`src/hw/rtl/fmm_pkg.sv`:
```
// ----------------------------------------------------------------------------
// fmm_pkg
// Shared types and single-precision arithmetic for the 4x4 matrix multiply.
// ----------------------------------------------------------------------------
package fmm_pkg;

  localparam int unsigned NumCols = 4;
  localparam logic [31:0] NanCanon = 32'h7FC0_0000;
  localparam logic [1:0]  LastRow  = 2'd3;

  // Read addresses from the back end into the operand stores.
  typedef struct packed {
    logic [3:0] a_addr;
    logic [3:0] b_addr;
  } rd_req_t;

  typedef logic [NumCols-1:0][31:0] row_t;

  function automatic logic [5:0] lzc48(logic [47:0] v);
    logic [5:0] cnt;
    cnt = 6'd48;
    for (int i = 0; i < 48; i++) begin
      if (v[i]) begin
        cnt = 6'(47 - i);
      end
    end
    return cnt;
  endfunction

  function automatic logic [4:0] lzc27(logic [26:0] v);
    logic [4:0] cnt;
    cnt = 5'd27;
    for (int i = 0; i < 27; i++) begin
      if (v[i]) begin
        cnt = 5'(26 - i);
      end
    end
    return cnt;
  endfunction

  function automatic logic [31:0] fp_mul(logic [31:0] a, logic [31:0] b);
    logic               s;
    logic               a_nan, b_nan, a_inf, b_inf, a_zero, b_zero;
    logic [7:0]         ea, eb, ef;
    logic [23:0]        ma, mb;
    logic [47:0]        p, n;
    logic [5:0]         lz;
    logic signed [10:0] e;
    logic [10:0]        sh;
    logic               st, rnd;
    logic [30:0]        mag;
    logic [31:0]        r;
    s      = a[31] ^ b[31];
    a_nan  = (a[30:23] == 8'hFF) && (a[22:0] != 23'd0);
    b_nan  = (b[30:23] == 8'hFF) && (b[22:0] != 23'd0);
    a_inf  = (a[30:23] == 8'hFF) && (a[22:0] == 23'd0);
    b_inf  = (b[30:23] == 8'hFF) && (b[22:0] == 23'd0);
    a_zero = (a[30:0] == 31'd0);
    b_zero = (b[30:0] == 31'd0);
    ea     = (a[30:23] == 8'd0) ? 8'd1 : a[30:23];
    eb     = (b[30:23] == 8'd0) ? 8'd1 : b[30:23];
    ma     = {a[30:23] != 8'd0, a[22:0]};
    mb     = {b[30:23] != 8'd0, b[22:0]};
    p      = 48'(ma) * 48'(mb);
    lz     = lzc48(p);
    e      = $signed({3'b0, ea}) + $signed({3'b0, eb}) - 11'sd126
           - $signed({5'b0, lz});
    n      = p << lz;
    st     = 1'b0;
    ef     = e[7:0];
    sh     = 11'd0;
    mag    = 31'd0;
    rnd    = 1'b0;
    if (a_nan || b_nan || (a_inf && b_zero) || (b_inf && a_zero)) begin
      r = NanCanon;
    end else if (a_inf || b_inf) begin
      r = {s, 8'hFF, 23'd0};
    end else if (a_zero || b_zero) begin
      r = {s, 31'd0};
    end else if (e >= 11'sd255) begin
      r = {s, 8'hFF, 23'd0};
    end else begin
      if (e <= 11'sd0) begin
        sh = 11'(11'sd1 - e);
        ef = 8'd0;
        if (sh > 11'd47) begin
          st = |n;
          n  = 48'd0;
        end else begin
          st = |(n & ((48'h1 << sh[5:0]) - 48'h1));
          n  = n >> sh[5:0];
        end
      end
      st  = st | (|n[22:0]);
      rnd = n[23] & (st | n[24]);
      mag = {ef, n[46:24]} + 31'(rnd);
      r   = {s, mag};
    end
    return r;
  endfunction

  function automatic logic [31:0] fp_add(logic [31:0] a, logic [31:0] b);
    logic        a_nan, b_nan, a_inf, b_inf;
    logic [31:0] x, y;
    logic [7:0]  exe, eye, d;
    logic [26:0] mx, my, nm;
    logic [27:0] sum;
    logic [4:0]  lz;
    logic [8:0]  e;
    logic        st, rnd;
    logic [30:0] mag;
    logic [31:0] r;
    a_nan = (a[30:23] == 8'hFF) && (a[22:0] != 23'd0);
    b_nan = (b[30:23] == 8'hFF) && (b[22:0] != 23'd0);
    a_inf = (a[30:23] == 8'hFF) && (a[22:0] == 23'd0);
    b_inf = (b[30:23] == 8'hFF) && (b[22:0] == 23'd0);
    if (a[30:0] >= b[30:0]) begin
      x = a;
      y = b;
    end else begin
      x = b;
      y = a;
    end
    exe = (x[30:23] == 8'd0) ? 8'd1 : x[30:23];
    eye = (y[30:23] == 8'd0) ? 8'd1 : y[30:23];
    mx  = {x[30:23] != 8'd0, x[22:0], 3'b000};
    my  = {y[30:23] != 8'd0, y[22:0], 3'b000};
    d   = exe - eye;
    if (d > 8'd26) begin
      st = |my;
      my = 27'd0;
    end else begin
      st = |(my & ((27'h1 << d[4:0]) - 27'h1));
      my = my >> d[4:0];
    end
    my[0] = my[0] | st;
    sum = (x[31] ^ y[31]) ? ({1'b0, mx} - {1'b0, my}) : ({1'b0, mx} + {1'b0, my});
    lz  = lzc27(sum[26:0]);
    nm  = sum[26:0];
    e   = 9'd0;
    mag = 31'd0;
    rnd = 1'b0;
    if (sum[27]) begin
      nm    = sum[27:1];
      nm[0] = nm[0] | sum[0];
      e     = 9'(exe) + 9'd1;
    end else if ({3'b0, lz} < exe) begin
      nm = sum[26:0] << lz;
      e  = 9'(exe) - 9'(lz);
    end else begin
      nm = sum[26:0] << (exe - 8'd1);
      e  = 9'd0;
    end
    if (a_nan || b_nan || (a_inf && b_inf && (a[31] != b[31]))) begin
      r = NanCanon;
    end else if (a_inf) begin
      r = a;
    end else if (b_inf) begin
      r = b;
    end else if (sum == 28'd0) begin
      r = {a[31] & b[31], 31'd0};
    end else if (e >= 9'd255) begin
      r = {x[31], 8'hFF, 23'd0};
    end else begin
      rnd = nm[2] & ((|nm[1:0]) | nm[3]);
      mag = {e[7:0], nm[25:3]} + 31'(rnd);
      r   = {x[31], mag};
    end
    return r;
  endfunction

endpackage

```
`src/hw/rtl/fmm_jobq.sv`:
```
// ----------------------------------------------------------------------------
// fmm_jobq
// One-entry request queue between the row loader and the compute sequencer.
// ----------------------------------------------------------------------------
module fmm_jobq (
  input  logic clk_i,
  input  logic rst_ni,
  input  logic push_i,
  input  logic pop_i,
  output logic full_o
);

  logic full_q, full_d;

  // Hold the pending request until the sequencer takes it.
  always_comb begin
    full_d = full_q;
    if (pop_i) begin
      full_d = 1'b0;
    end
    if (push_i) begin
      full_d = 1'b1;
    end
  end

  always_ff @(posedge clk_i or negedge rst_ni) begin
    if (!rst_ni) begin
      full_q <= 1'b0;
    end else begin
      full_q <= full_d;
    end
  end

  assign full_o = full_q;

endmodule

```
`src/hw/rtl/fmm_front.sv`:
```
// ----------------------------------------------------------------------------
// fmm_front
// Row loader: writes rows of A and B into the stores and counts them.
// ----------------------------------------------------------------------------
module fmm_front (
  input  logic             clk_i,
  input  logic             rst_ni,
  input  logic             accept_i,
  input  fmm_pkg::row_t    a_row_i,
  input  fmm_pkg::row_t    b_row_i,
  input  fmm_pkg::rd_req_t rd_i,
  output logic [31:0]      a_data_o,
  output logic [31:0]      b_data_o,
  output logic             push_o
);
  import fmm_pkg::*;

  logic [31:0] a_q [16];
  logic [31:0] b_q [16];
  logic [1:0]  rows_q, rows_d;

  assign rows_d = accept_i ? rows_q + 2'd1 : rows_q;
  assign push_o = accept_i && (rows_q == LastRow);

  always_ff @(posedge clk_i or negedge rst_ni) begin
    if (!rst_ni) begin
      rows_q <= 2'd0;
    end else begin
      rows_q <= rows_d;
    end
  end

  always_ff @(posedge clk_i) begin
    if (accept_i) begin
      for (int c = 0; c < NumCols; c++) begin
        a_q[{rows_q, 2'(c)}] <= a_row_i[c];
        b_q[{rows_q, 2'(c)}] <= b_row_i[c];
      end
    end
  end

  assign a_data_o = a_q[rd_i.a_addr];
  assign b_data_o = b_q[rd_i.b_addr];

endmodule

```
`src/hw/rtl/fmm_back.sv`:
```
// ----------------------------------------------------------------------------
// fmm_back
// Compute sequencer: one multiply or add per cycle, emits product rows.
// ----------------------------------------------------------------------------
module fmm_back (
  input  logic             clk_i,
  input  logic             rst_ni,
  input  logic             job_i,
  output logic             pop_o,
  output logic             active_o,
  output fmm_pkg::rd_req_t rd_o,
  input  logic [31:0]      a_data_i,
  input  logic [31:0]      b_data_i,
  output fmm_pkg::row_t    p_o,
  output logic [1:0]       row_o,
  output logic             last_o,
  output logic             valid_o
);
  import fmm_pkg::*;

  typedef enum logic [2:0] {
    ST_IDLE, ST_MUL, ST_ADD0, ST_ADD1, ST_ADD2, ST_EMIT
  } state_e;

  state_e      state_q;
  logic [1:0]  i_q, j_q, k_q;
  logic [31:0] m_q [NumCols];
  logic [31:0] s0_q, s1_q;
  row_t        p_q;
  logic        valid_q;

  assign rd_o.a_addr = {i_q, k_q};
  assign rd_o.b_addr = {k_q, j_q};
  assign pop_o       = (state_q == ST_IDLE) && job_i;
  assign active_o    = (state_q != ST_IDLE);

  always_ff @(posedge clk_i or negedge rst_ni) begin
    if (!rst_ni) begin
      state_q <= ST_IDLE;
      i_q     <= 2'd0;
      j_q     <= 2'd0;
      k_q     <= 2'd0;
      valid_q <= 1'b0;
    end else begin
      case (state_q)
        ST_IDLE: begin
          if (job_i) begin
            i_q     <= 2'd0;
            j_q     <= 2'd0;
            k_q     <= 2'd0;
            state_q <= ST_MUL;
          end
        end
        ST_MUL: begin
          k_q <= k_q + 2'd1;
          if (k_q == LastRow) begin
            state_q <= ST_ADD0;
          end
        end
        ST_ADD0: state_q <= ST_ADD1;
        ST_ADD1: state_q <= ST_ADD2;
        ST_ADD2: begin
          j_q <= j_q + 2'd1;
          if (j_q == LastRow) begin
            valid_q <= 1'b1;
            state_q <= ST_EMIT;
          end else begin
            state_q <= ST_MUL;
          end
        end
        ST_EMIT: begin
          valid_q <= 1'b0;
          i_q     <= i_q + 2'd1;
          state_q <= (i_q == LastRow) ? ST_IDLE : ST_MUL;
        end
        default: state_q <= ST_IDLE;
      endcase
    end
  end

  // Datapath registers; no reset needed.
  always_ff @(posedge clk_i) begin
    case (state_q)
      ST_MUL:  m_q[k_q]  <= fp_mul(a_data_i, b_data_i);
      ST_ADD0: s0_q      <= fp_add(m_q[0], m_q[1]);
      ST_ADD1: s1_q      <= fp_add(m_q[2], m_q[3]);
      ST_ADD2: p_q[j_q]  <= fp_add(s0_q, s1_q);
      default: ;
    endcase
  end

  assign p_o     = p_q;
  assign row_o   = i_q;
  assign last_o  = (i_q == LastRow);
  assign valid_o = valid_q;

endmodule

```
`src/hw/rtl/float_matrix_multiply_4x4_top.sv`:
```
// ----------------------------------------------------------------------------
// float_matrix_multiply_4x4_top
// 4x4 single-precision matrix product P = A*B, loaded one row pair at a time.
// ----------------------------------------------------------------------------
// Each request carries row r of A and row r of B, rows in order 0..3. The
// first three requests are taken back to back, one per cycle, and give no
// result. The fourth starts the product: busy stays high while it is
// handed to the sequencer and worked off row by row, as one shared
// multiplier and the adders are sequenced over the 16 elements, with
// seven operations per element (four products, then the two pair sums,
// then the final sum), and each finished product row is shown for one
// cycle. The row strobe valid_o cannot be held off, so the receiver must
// take every row in the cycle it appears. Rows come out in order with
// out_row_o, and is_last_o marks row 3.
// Rounding is to nearest even with subnormals kept; every NaN result is the
// canonical quiet NaN 0x7FC00000.
// ----------------------------------------------------------------------------
module float_matrix_multiply_4x4_top (
  input  logic        clk_i,
  input  logic        rst_ni,
  input  logic        start,
  output logic        busy,
  input  logic [31:0] a_col0_i,
  input  logic [31:0] a_col1_i,
  input  logic [31:0] a_col2_i,
  input  logic [31:0] a_col3_i,
  input  logic [31:0] b_col0_i,
  input  logic [31:0] b_col1_i,
  input  logic [31:0] b_col2_i,
  input  logic [31:0] b_col3_i,
  output logic        valid_o,
  output logic [31:0] p_col0_o,
  output logic [31:0] p_col1_o,
  output logic [31:0] p_col2_o,
  output logic [31:0] p_col3_o,
  output logic [1:0]  out_row_o,
  output logic        is_last_o
);
  import fmm_pkg::*;

  logic    accept;
  logic    push, pop, job_full, back_active;
  rd_req_t rd_req;
  logic [31:0] a_data, b_data;
  row_t    a_row, b_row, p_row;

  // Take a request whenever neither a product is queued nor one is running.
  assign busy   = job_full || back_active;
  assign accept = start && !busy;

  assign a_row = {a_col3_i, a_col2_i, a_col1_i, a_col0_i};
  assign b_row = {b_col3_i, b_col2_i, b_col1_i, b_col0_i};

  // Front: store the row pair, advance the row count, queue the product.
  fmm_front u_front (
    .clk_i    (clk_i),
    .rst_ni   (rst_ni),
    .accept_i (accept),
    .a_row_i  (a_row),
    .b_row_i  (b_row),
    .rd_i     (rd_req),
    .a_data_o (a_data),
    .b_data_o (b_data),
    .push_o   (push)
  );

  fmm_jobq u_jobq (
    .clk_i  (clk_i),
    .rst_ni (rst_ni),
    .push_i (push),
    .pop_i  (pop),
    .full_o (job_full)
  );

  // Back: walk the elements and drop each finished row on the outputs.
  fmm_back u_back (
    .clk_i    (clk_i),
    .rst_ni   (rst_ni),
    .job_i    (job_full),
    .pop_o    (pop),
    .active_o (back_active),
    .rd_o     (rd_req),
    .a_data_i (a_data),
    .b_data_i (b_data),
    .p_o      (p_row),
    .row_o    (out_row_o),
    .last_o   (is_last_o),
    .valid_o  (valid_o)
  );

  assign p_col0_o = p_row[0];
  assign p_col1_o = p_row[1];
  assign p_col2_o = p_row[2];
  assign p_col3_o = p_row[3];

`ifndef SYNTH
  // A row never appears while the block is idle.
  a_valid_busy : assert property (@(posedge clk_i) disable iff (!rst_ni)
    valid_o |-> busy)
    else $error("result row while idle");

  // The last row ends the product: no row follows in the next cycle.
  a_last_gap : assert property (@(posedge clk_i) disable iff (!rst_ni)
    (valid_o && is_last_o) |=> !valid_o)
    else $error("row after last row");

  // Queuing a product blocks further requests at once.
  a_push_busy : assert property (@(posedge clk_i) disable iff (!rst_ni)
    push |=> busy)
    else $error("request taken while product pending");
`endif

endmodule
```
`config.mk`:
```
export PLATFORM = sky130hd
export DESIGN_NAME = float_matrix_multiply_4x4_top
export DESIGN_NICKNAME = d
export VERILOG_FILES = /design/src/hw/rtl/fmm_pkg.sv /design/src/hw/rtl/fmm_jobq.sv /design/src/hw/rtl/fmm_front.sv /design/src/hw/rtl/fmm_back.sv /design/src/hw/rtl/float_matrix_multiply_4x4_top.sv
export SDC_FILE = /design/constraint.sdc
export NUM_CORES = 2
export LEC_CHECK = 0
export ABC_AREA = 1
export ABC_CLOCK_PERIOD_IN_PS = 20500
export BUFFER_PORTS_ARGS = -buffer_cell sky130_fd_sc_hd__buf_2
export CORE_AREA = 3 3 577 722
export CTS_BUF_LIST = sky130_fd_sc_hd__clkbuf_8
export CTS_CLUSTER_SIZE = 25
export DETAILED_ROUTE_END_ITERATION = 12
export DIE_AREA = 0 0 580 725
export SYNTH_ARGS = -nofsm -noshare
export SYNTH_HDL_FRONTEND = slang
export SYNTH_SLANG_ARGS = --single-unit
```
`constraint.sdc`:
```
create_clock -name clk_i -period 20.5 [get_ports clk_i]
set_clock_uncertainty 0.05 [all_clocks]
set_input_delay 2.05 -clock clk_i [delete_from_list [all_inputs] [get_ports clk_i]]
set_output_delay 2.05 -clock clk_i [all_outputs]
set_load 0.03 [all_outputs]
```
### Word-level counts from Yosys, hierarchy flattened

Memories as Yosys holds them, arrays and structs flattened.
Index checks and enable logic that the tools add are counted.

* multiply operators: 1
* magnitude comparators: 17
* equal/unequal tests: 23
* muxes and demuxes: 245
* bitwise logic cells: 26
* reduce and logical (&&, ||, !) cells: 102
* shift operators: 15
* add/sub/neg operators: 34

Operators with widths (count)
* 32-bit 2-to-1 mux: 26
* 5-bit 2-to-1 mux: 67
* 47-bit 2-to-1 mux: 7
* 26-bit 2-to-1 mux: 9
* 6-bit 2-to-1 mux: 33
* 31-bit 2-to-1 mux: 6
* 23-bit logical NOT: 8
* 23-bit nonzero test: 8
* 27-bit 2-to-1 mux: 6
* 128-bit bitwise mux: 1
* 31-bit by 1-bit adder with 31-bit output: 4
* 8-bit 2-to-1 mux: 14
* 4-bit 2-to-1 mux: 24
* 48-bit OR reduction: 2
* 31-bit >= comparator: 3
* 27-bit by 27-bit adder with 28-bit output: 3
* 28-bit logical NOT: 3
* 28-bit 2-to-1 mux: 3
* 27-bit by 27-bit subtractor with 28-bit output: 3
* 27-bit bitwise AND: 3
* 9-bit 2-to-1 mux: 9
* 27-bit OR reduction: 3
* 1-bit by 5-bit << shifter with 27-bit output, first input constant: 3
* 27-bit by 5-bit << shifter with 26-bit output: 3
* 57 further kinds: 212

* logic and storage cells: 479
* memories kept: 3
* bits of input ports: 259
* register bits: 205
* RAM bits: 1152
* output and inout port bits: 133

Memory list
* u_front.a_q: depth 16, bits a word 32, rd ports 1, clocked after Yosys merged registers in 0, write ports 4, line fmm_front.sv:18 `logic [31:0] a_q [16];`
* u_front.b_q: depth 16, bits a word 32, rd ports 1, clocked after Yosys merged registers in 0, write ports 4, line fmm_front.sv:19 `logic [31:0] b_q [16];`
* u_back.m_q: depth 4, bits a word 32, rd ports 4, clocked after Yosys merged registers in 0, write ports 1, line fmm_back.sv:27 `logic [31:0] m_q [NumCols];`

### Logic depth before layout (Yosys ltp)

An unclocked memory read counts as a cell.

* depth after elaboration: 74
* mapped depth: 121
* depth with buffers taken out: 115

### Cells and area by module

A second synthesis with hierarchy kept.

* cell total of the unflattened synthesis: 15803
* area total of the unflattened synthesis: 116839.6 µm²

By module, submodules not included
* fmm_back: area each 72696.0 µm², times used 1, seq. area each 9859.5 µm², cells an instance 11651
* fmm_front: area each 44079.8 µm², times used 1, seq. area each 30799.5 µm², cells an instance 4142
* fmm_jobq: area each 40.0 µm², times used 1, seq. area each 25.0 µm², cells an instance 5
* float_matrix_multiply_4x4_top: area each 23.8 µm², times used 1, seq. area each 0.0 µm², cells an instance 5

### Worst setup path after synthesis

No wires, ideal clock.

* path kind: register to register
* start: register u_back.k_q[0]
* end: memory u_back.m_q[0][0], data pin
* data required time: 20.181 ns
* period minus slack after synthesis: 15.822 ns
* path buffers: 12
* cell stages (with the launch flop): 105
* path slack: 4.678 ns
* library setup time: 0.269 ns
* data arrival time: 15.503 ns
* path through: dfrtp_1 -> buf_2 -> buf_2 -> clkbuf_1 -> clkbuf_1 -> buf_1 -> nor2_1 -> o221ai_1 -> o211ai_1 -> nand2_1 -> clkbuf_1 -> nand2_1 -> fa_1 -> inv_1 -> fa_1 -> inv_1 -> fa_1 -> inv_1 -> [69 not listed] -> nand2_1 -> nor2_1 -> o21ai_0 -> nor4_1 -> xnor2_1 -> o21ai_0 -> a211oi_1 -> nand4_1 -> nor2_1 -> nand2_1 -> o21ai_0 -> nand2_1 -> a21oi_1 -> nand2_1 -> nand2_1 -> nand2_1 -> nand2_1 -> a21oi_1

* cells in the longest elaborated chain, start to end: 73
* elaborated cells on any way between the ends: 115
* those cells by class: add/sub: 6; mul: 1; order compare: 3; eq/ne: 2; shift: 3; mux: 70; bitwise: 4; reduce/logical: 24; memory: 2

RTL lines
* from (decl): line fmm_back.sv:26 `logic [1:0] i_q, j_q, k_q;`
* from (signal assigned): line fmm_back.sv:55 `k_q <= k_q + 2'd1;`
* memory 16 x 32 bit, on equally long branches
* 24-bit by 24-bit multiplier with 48-bit output: line fmm_pkg.sv:64 `p = 48'(ma) * 48'(mb);`
* 5-bit 2-to-1 mux (16 in series): line fmm_pkg.sv:23 `if (v[i]) begin`
* 6-bit 2-to-1 mux (32 in series): line fmm_pkg.sv:23
* 6-bit 2-to-1 mux: line fmm_back.sv:83 `case (state_q)`
* 11-bit by 7-bit subtractor with 11-bit output: line fmm_pkg.sv:67 `- $signed({5'b0, lz});`
* 2-bit by 11-bit subtractor with 11-bit output: line fmm_pkg.sv:84 `sh = 11'(11'sd1 - e);`
* 1-bit by 6-bit << shifter with 48-bit output: line fmm_pkg.sv:90 `st = |(n & ((48'h1 << sh[5:0]) - 48'h1));`
* [11 not listed]
* 1-bit OR: line fmm_pkg.sv:95 `rnd = n[23] & (st | n[24]);`
* 1-bit bitwise AND: line fmm_pkg.sv:95
* 31-bit by 1-bit adder with 31-bit output: line fmm_pkg.sv:96 `mag = {ef, n[46:24]} + 31'(rnd);`
* 31-bit 2-to-1 mux: line fmm_pkg.sv:80 `end else if (e >= 11'sd255) begin`
* 31-bit 2-to-1 mux: line fmm_pkg.sv:78 `end else if (a_zero || b_zero) begin`
* 31-bit 2-to-1 mux: line fmm_pkg.sv:76 `end else if (a_inf || b_inf) begin`
* 32-bit 2-to-1 mux (*): line fmm_pkg.sv:74 `if (a_nan || b_nan || (a_inf && b_zero) || (b_inf && a_zero)) begin`
* 32-bit 2-to-1 mux (*): line fmm_back.sv:83
* to (decl): line fmm_back.sv:27

Mark *: on every way between the ends. The rest lies on a longest branch, timed or not. The select of a mux whose other input is x is not followed.

### Worst setup path in the final report

* start: register u_back.j_q[1]
* end: memory u_back.m_q[3][0], data pin

* cells in the longest elaborated chain, start to end: 73
* elaborated cells on any way between the ends: 105
* those cells by class: add/sub: 6; mul: 1; order compare: 3; eq/ne: 1; shift: 3; mux: 69; bitwise: 4; reduce/logical: 17; memory: 1

RTL lines
* from (decl): line fmm_back.sv:26
* from (signal assigned): line fmm_back.sv:63 `j_q <= j_q + 2'd1;`
* memory 16 x 32 bit (*)
* 24-bit by 24-bit multiplier with 48-bit output: line fmm_pkg.sv:64
* 5-bit 2-to-1 mux (16 in series): line fmm_pkg.sv:23
* 6-bit 2-to-1 mux (32 in series): line fmm_pkg.sv:23
* 6-bit 2-to-1 mux: line fmm_back.sv:83
* 11-bit by 7-bit subtractor with 11-bit output: line fmm_pkg.sv:67
* 2-bit by 11-bit subtractor with 11-bit output: line fmm_pkg.sv:84
* 1-bit by 6-bit << shifter with 48-bit output: line fmm_pkg.sv:90
* [11 not listed]
* 1-bit OR: line fmm_pkg.sv:95
* 1-bit bitwise AND: line fmm_pkg.sv:95
* 31-bit by 1-bit adder with 31-bit output: line fmm_pkg.sv:96
* 31-bit 2-to-1 mux: line fmm_pkg.sv:80
* 31-bit 2-to-1 mux: line fmm_pkg.sv:78
* 31-bit 2-to-1 mux: line fmm_pkg.sv:76
* 32-bit 2-to-1 mux (*): line fmm_pkg.sv:74
* 32-bit 2-to-1 mux (*): line fmm_back.sv:83

Marks and branches as above.

==> summary.log <==
qor: worst_setup_path.critical_path.n_buffers_inverters 13
qor: floorplan.die_ht 725 µm
qor: worst_setup_path.timing.setup.critical_path_class flip-flop to flip-flop
qor: placement.port_buffers 391
qor: detailed_routing.vias_per_cell 5.01
qor: synth.yosysWarningCount 0
qor: cells_and_area.drive_above_1_share 10.8%
qor: placement.routabilityCongestion 0.982
qor: worst_setup_path.crit_path_max_fanout 76
qor: global_routing.first_global_vias 95,109
qor: synth.yosys_register_bits 1,357
qor: synth.synth.yosys.seq_area_share 36.8%
qor: synth.syn_nets 14,730
qor: global_routing.number_of_antenna_violations_at_the_first_check_in_global_routing 86
qor: timing.layout_min_cycle_time 18,500 ps
qor: cells_and_area.multi_input_combinational_cell_area 0.0604 mm²
qor: synth.synth.cell_area 0.111 mm²
qor: floorplan.initial_core_util 26.9%
qor: cts.cts_hold_buffers 0
qor: timing.rsz0062_at_grt no
qor: global_routing.grt_start_max_net_pins 178
qor: job.maximum_capacitance_violations 0
qor: cts.cts-buffers-inserted 221
qor: synth.postSynth.topFlopCell edfxtp_1
qor: cts.cts_resized 0
qor: cts.numClockSinks 1,357
qor: cells_and_area.final-instance-count-excl-fill 19,216
qor: timing.worst_slew_pin_slew 1190 ps
qor: worst_setup_path.crit_path_top_delay_cell nand2_1
qor: cts.cts-root-to-sink-buffers 4
qor: synth.asyncSetResetFlopFracSynth 0.958%
qor: worst_setup_path.cp_top_family simple AND/OR/NAND/NOR gates
qor: worst_setup_path.reg2reg_from u_back.j_q[1]
qor: global_routing.grtUsageTotal 16.9%
qor: timing.relSlewSlack 20.9%
qor: pwr.total_power_consumption 0.00529 W
qor: cts.clkSlewWorstSetupHoldPaths 60 ps
qor: timing.max_freq 54.1 MHz
qor: cells_and_area.sequential_cell_area 0.0407 mm²
qor: pwr.power.leakage 50.8 nW
qor: detailed_routing.first_iter_violations 7,741
qor: cts.post_cts.repair.setup_buffers 0
qor: pwr.power-per-cell-area 43.7 mW/mm²
qor: timing.final_min_period_over_clock_period 90.2%
qor: detailed_routing.antenna_left 0
qor: timing.max_slew_violation_total_from_the_final_report 0
qor: worst_setup_path.levels_on_crit_path 93
qor: detailed_routing.route.detailed.wl_per_inst 19.3 µm
qor: detailed_routing.drc 0
qor: timing.finalSetupViolations 0
qor: floorplan.design.die.area 0.421 mm²
qor: worst_setup_path.timing.critical_path.from_type flip-flop
qor: worst_setup_path.worst-r2r-cell-count 93
qor: pwr.irDropWorstVdd 124 µV
qor: floorplan.core.rowCount 263
qor: floorplan.core-area 0.410 mm²
qor: detailed_routing.route.final.wire_length 370,000 µm
qor: hold_path.holdCritPathClass flip-flop to flip-flop
qor: worst_setup_path.crit_required 21,240 ps
qor: worst_setup_path.worst_setup_path_end_kind flip-flop
qor: synth.ys_types 112
qor: cells_and_area.areaGrowthSynthToFinish 9.66%
qor: floorplan.boundaryPins 392
qor: global_routing.overflow 0
qor: cts.library_cell_used_as_clock_root_buffer clkbuf_8
qor: status.outcome completed
qor: detailed_routing.vias 96,260
qor: worst_setup_path.timing.critical_path.slowest_cell_delay 660 ps
qor: timing.finalHoldViolations 0
qor: detailed_routing.first_pass_iters 7
qor: global_routing.grt_first_pass_wirelength 562,000 µm
qor: hold_path.hp-start u_jobq.full_o
qor: cells_and_area.total_number_of_nets_in_the_final_design 14,843
qor: floorplan.chipWidth 580 µm
qor: synth.synth_cells 13,474
qor: worst_setup_path.worst-r2r-setup-slack 2000 ps
qor: placement.place.detailed.instances 18,796
qor: hold_path.min_delay_path_depth 2
qor: cts.cts_tree done
qor: timing.finalSetupTns 0 ps
qor: worst_setup_path.worstReg2RegEnd u_back.m_q[3][0]
qor: cts.htree_levels 4
qor: placement.place.detailed.hpwl 279,000 µm
qor: cells_and_area.layout.filler_cells 43,575
qor: cts.worst_skew_pair.late_latency 1100 ps
qor: worst_setup_path.critical_path_arrival 19,240 ps
qor: synth.avgSynthCellArea 8.20 µm²
qor: worst_setup_path.critical-path-top-cell-by-count nand2_1
qor: hold_path.worst_hold_path.endpoint u_jobq.full_o
qor: synth.post_synth_edffs 1,344
-- metrics by stage --
| stage | utilization [%] | hold slack, ps | area (µm²) | setup WS (ps) |
|---|---|---|---|---|
| after floorplan | - | 441 | 111000 | 4680 |
| after global placement | 28.5 | 497 | 117000 | 2140 |
| after detailed placement | 28.5 | 562 | 117000 | 1930 |
| after CTS | 29.5 | 573 | 121000 | 1960 |
| after global routing | 29.5 | 605 | 121000 | 258 |
| final | 29.5 | 563 | 121000 | 2000 |
-- power breakdown --
group          internal [W]  leakage, nW   total, W  switching, W
clock network       0.00109         2.33    0.00220       0.00111
logic             0.0000179         36.2  0.0000519     0.0000339
registers           0.00304         12.2    0.00304             0
-- synth_stat cells (all sizes together) (5+ instances only) --
library cell     n  area share [%]
nand2         3178              11
inv           1572             5.4
nand3         1516             7.2
edfxtp        1344              37
nor2          1326             4.8
o21ai         1098             5.4
ha             504             5.7
fa             493             8.9
clkbuf         421             1.8
a21oi          400             1.9
buf            229             1.4
nand4          208             1.2
o221ai         186             1.5
xor2           138             1.2
o211ai         121            0.84
nor3           114            0.58
o22ai          113            0.66
nor4            83            0.51
a31oi           47            0.28
or2             45            0.26
xnor2           39            0.34
o21bai          28            0.20
clkinv          27           0.095
nand3b          26            0.18
a211oi          25            0.18
o31ai           24            0.19
a21o            18            0.12
o21a            17            0.12
and2            13           0.078
dfrtp           13            0.29
nor3b           12            0.10
o2111ai         11           0.087
a2111oi          9           0.072
mux2i            9           0.082
o311ai           7           0.062
o41ai            7           0.072
or4              6           0.041
a21boi           5           0.034
a22o             5           0.040
a32o             5           0.045
-- sequential cells by signal, indices dropped and copies added (netlist names), 2 cells and up --
signal	count
u_front.b_q	512
u_back.j_q	2
u_back.s1_q	32
u_back.row_o	2
u_back.p_o	128
u_front.a_q	512
u_back.state_q	3
u_front.rows_q	2
u_back.s0_q	32
u_back.m_q	128
u_back.k_q	2
-- cell families after synthesis --
group | share of synthesized area, %
multiplexers | 0.0815
AO/OA/AOI/OAI | 12.0
AND/OR/NAND/NOR | 26.2
adder cells (fa/ha/maj) | 14.6
buffers and inverters | 8.69
XOR/XNOR | 1.55
flip-flops | 36.8
-- worst max-delay path by stage --
stage,startpoint,to
after floorplan,u_back.k_q[0],u_back.m_q[0][0]
after global placement,u_back.k_q[0],u_back.m_q[2][0]
after detailed placement,u_back.k_q[0],u_back.m_q[3][0]
after CTS,u_back.k_q[0],u_back.m_q[2][0]
after global routing,u_back.k_q[0],u_back.m_q[3][0]
final,u_back.j_q[1],u_back.m_q[3][0]
-- per-layer routing --
layer	routed length [µm]	track usage (%)	share of wire [%]	vias to the layer above
li1	-	-	-	45880
met1	140000	18.9	38	45673
met2	183000	30.0	49	3513
met3	25000	3.49	6.8	1076
met4	22000	9.10	5.9	118
met5	785	0	0.21	-
-- worst register-to-register path: cells and delay by family (launching register included) --
family          cells  cell delay [ps]
buf+inv            13             2640
fa+ha+maj          12             4780
flops               1              650
simple gates       45             6500
compound gates     19             2690
xor+xnor            4             1000
-- layout make-up --
class | instances | area share, %
repair buffers | 543 | 2.62
clock inverters | 172 | 0.807
well taps | 5432 | 5.61
diodes | 26 | 0.0537
multi-input cells | 9865 | 49.8
clock buffers | 222 | 2.52
inverters | 1599 | 4.99
flip-flops and latches | 1357 | 33.6
-- placed cells by master, fill, tap and decap left out, types with 77 or more instances in the layout --
cell and n:
ha_1 503, o22ai_1 109, nand3_1 1459, o221ai_1 184
inv_2 86, o21ai_2 93, nor3_1 103, edfxtp_1 1344
clkbuf_8 222, nand2_1 3015, o21ai_0 837, fa_1 493
nor4_1 77, inv_1 1545, nor2_1 1229, xor2_1 123
buf_4 146, nand2_2 138, nand4_1 204, a21oi_1 380
o21ai_1 158, buf_2 391, o211ai_1 116
Note: power is estimated with default switching activity, not from simulation.
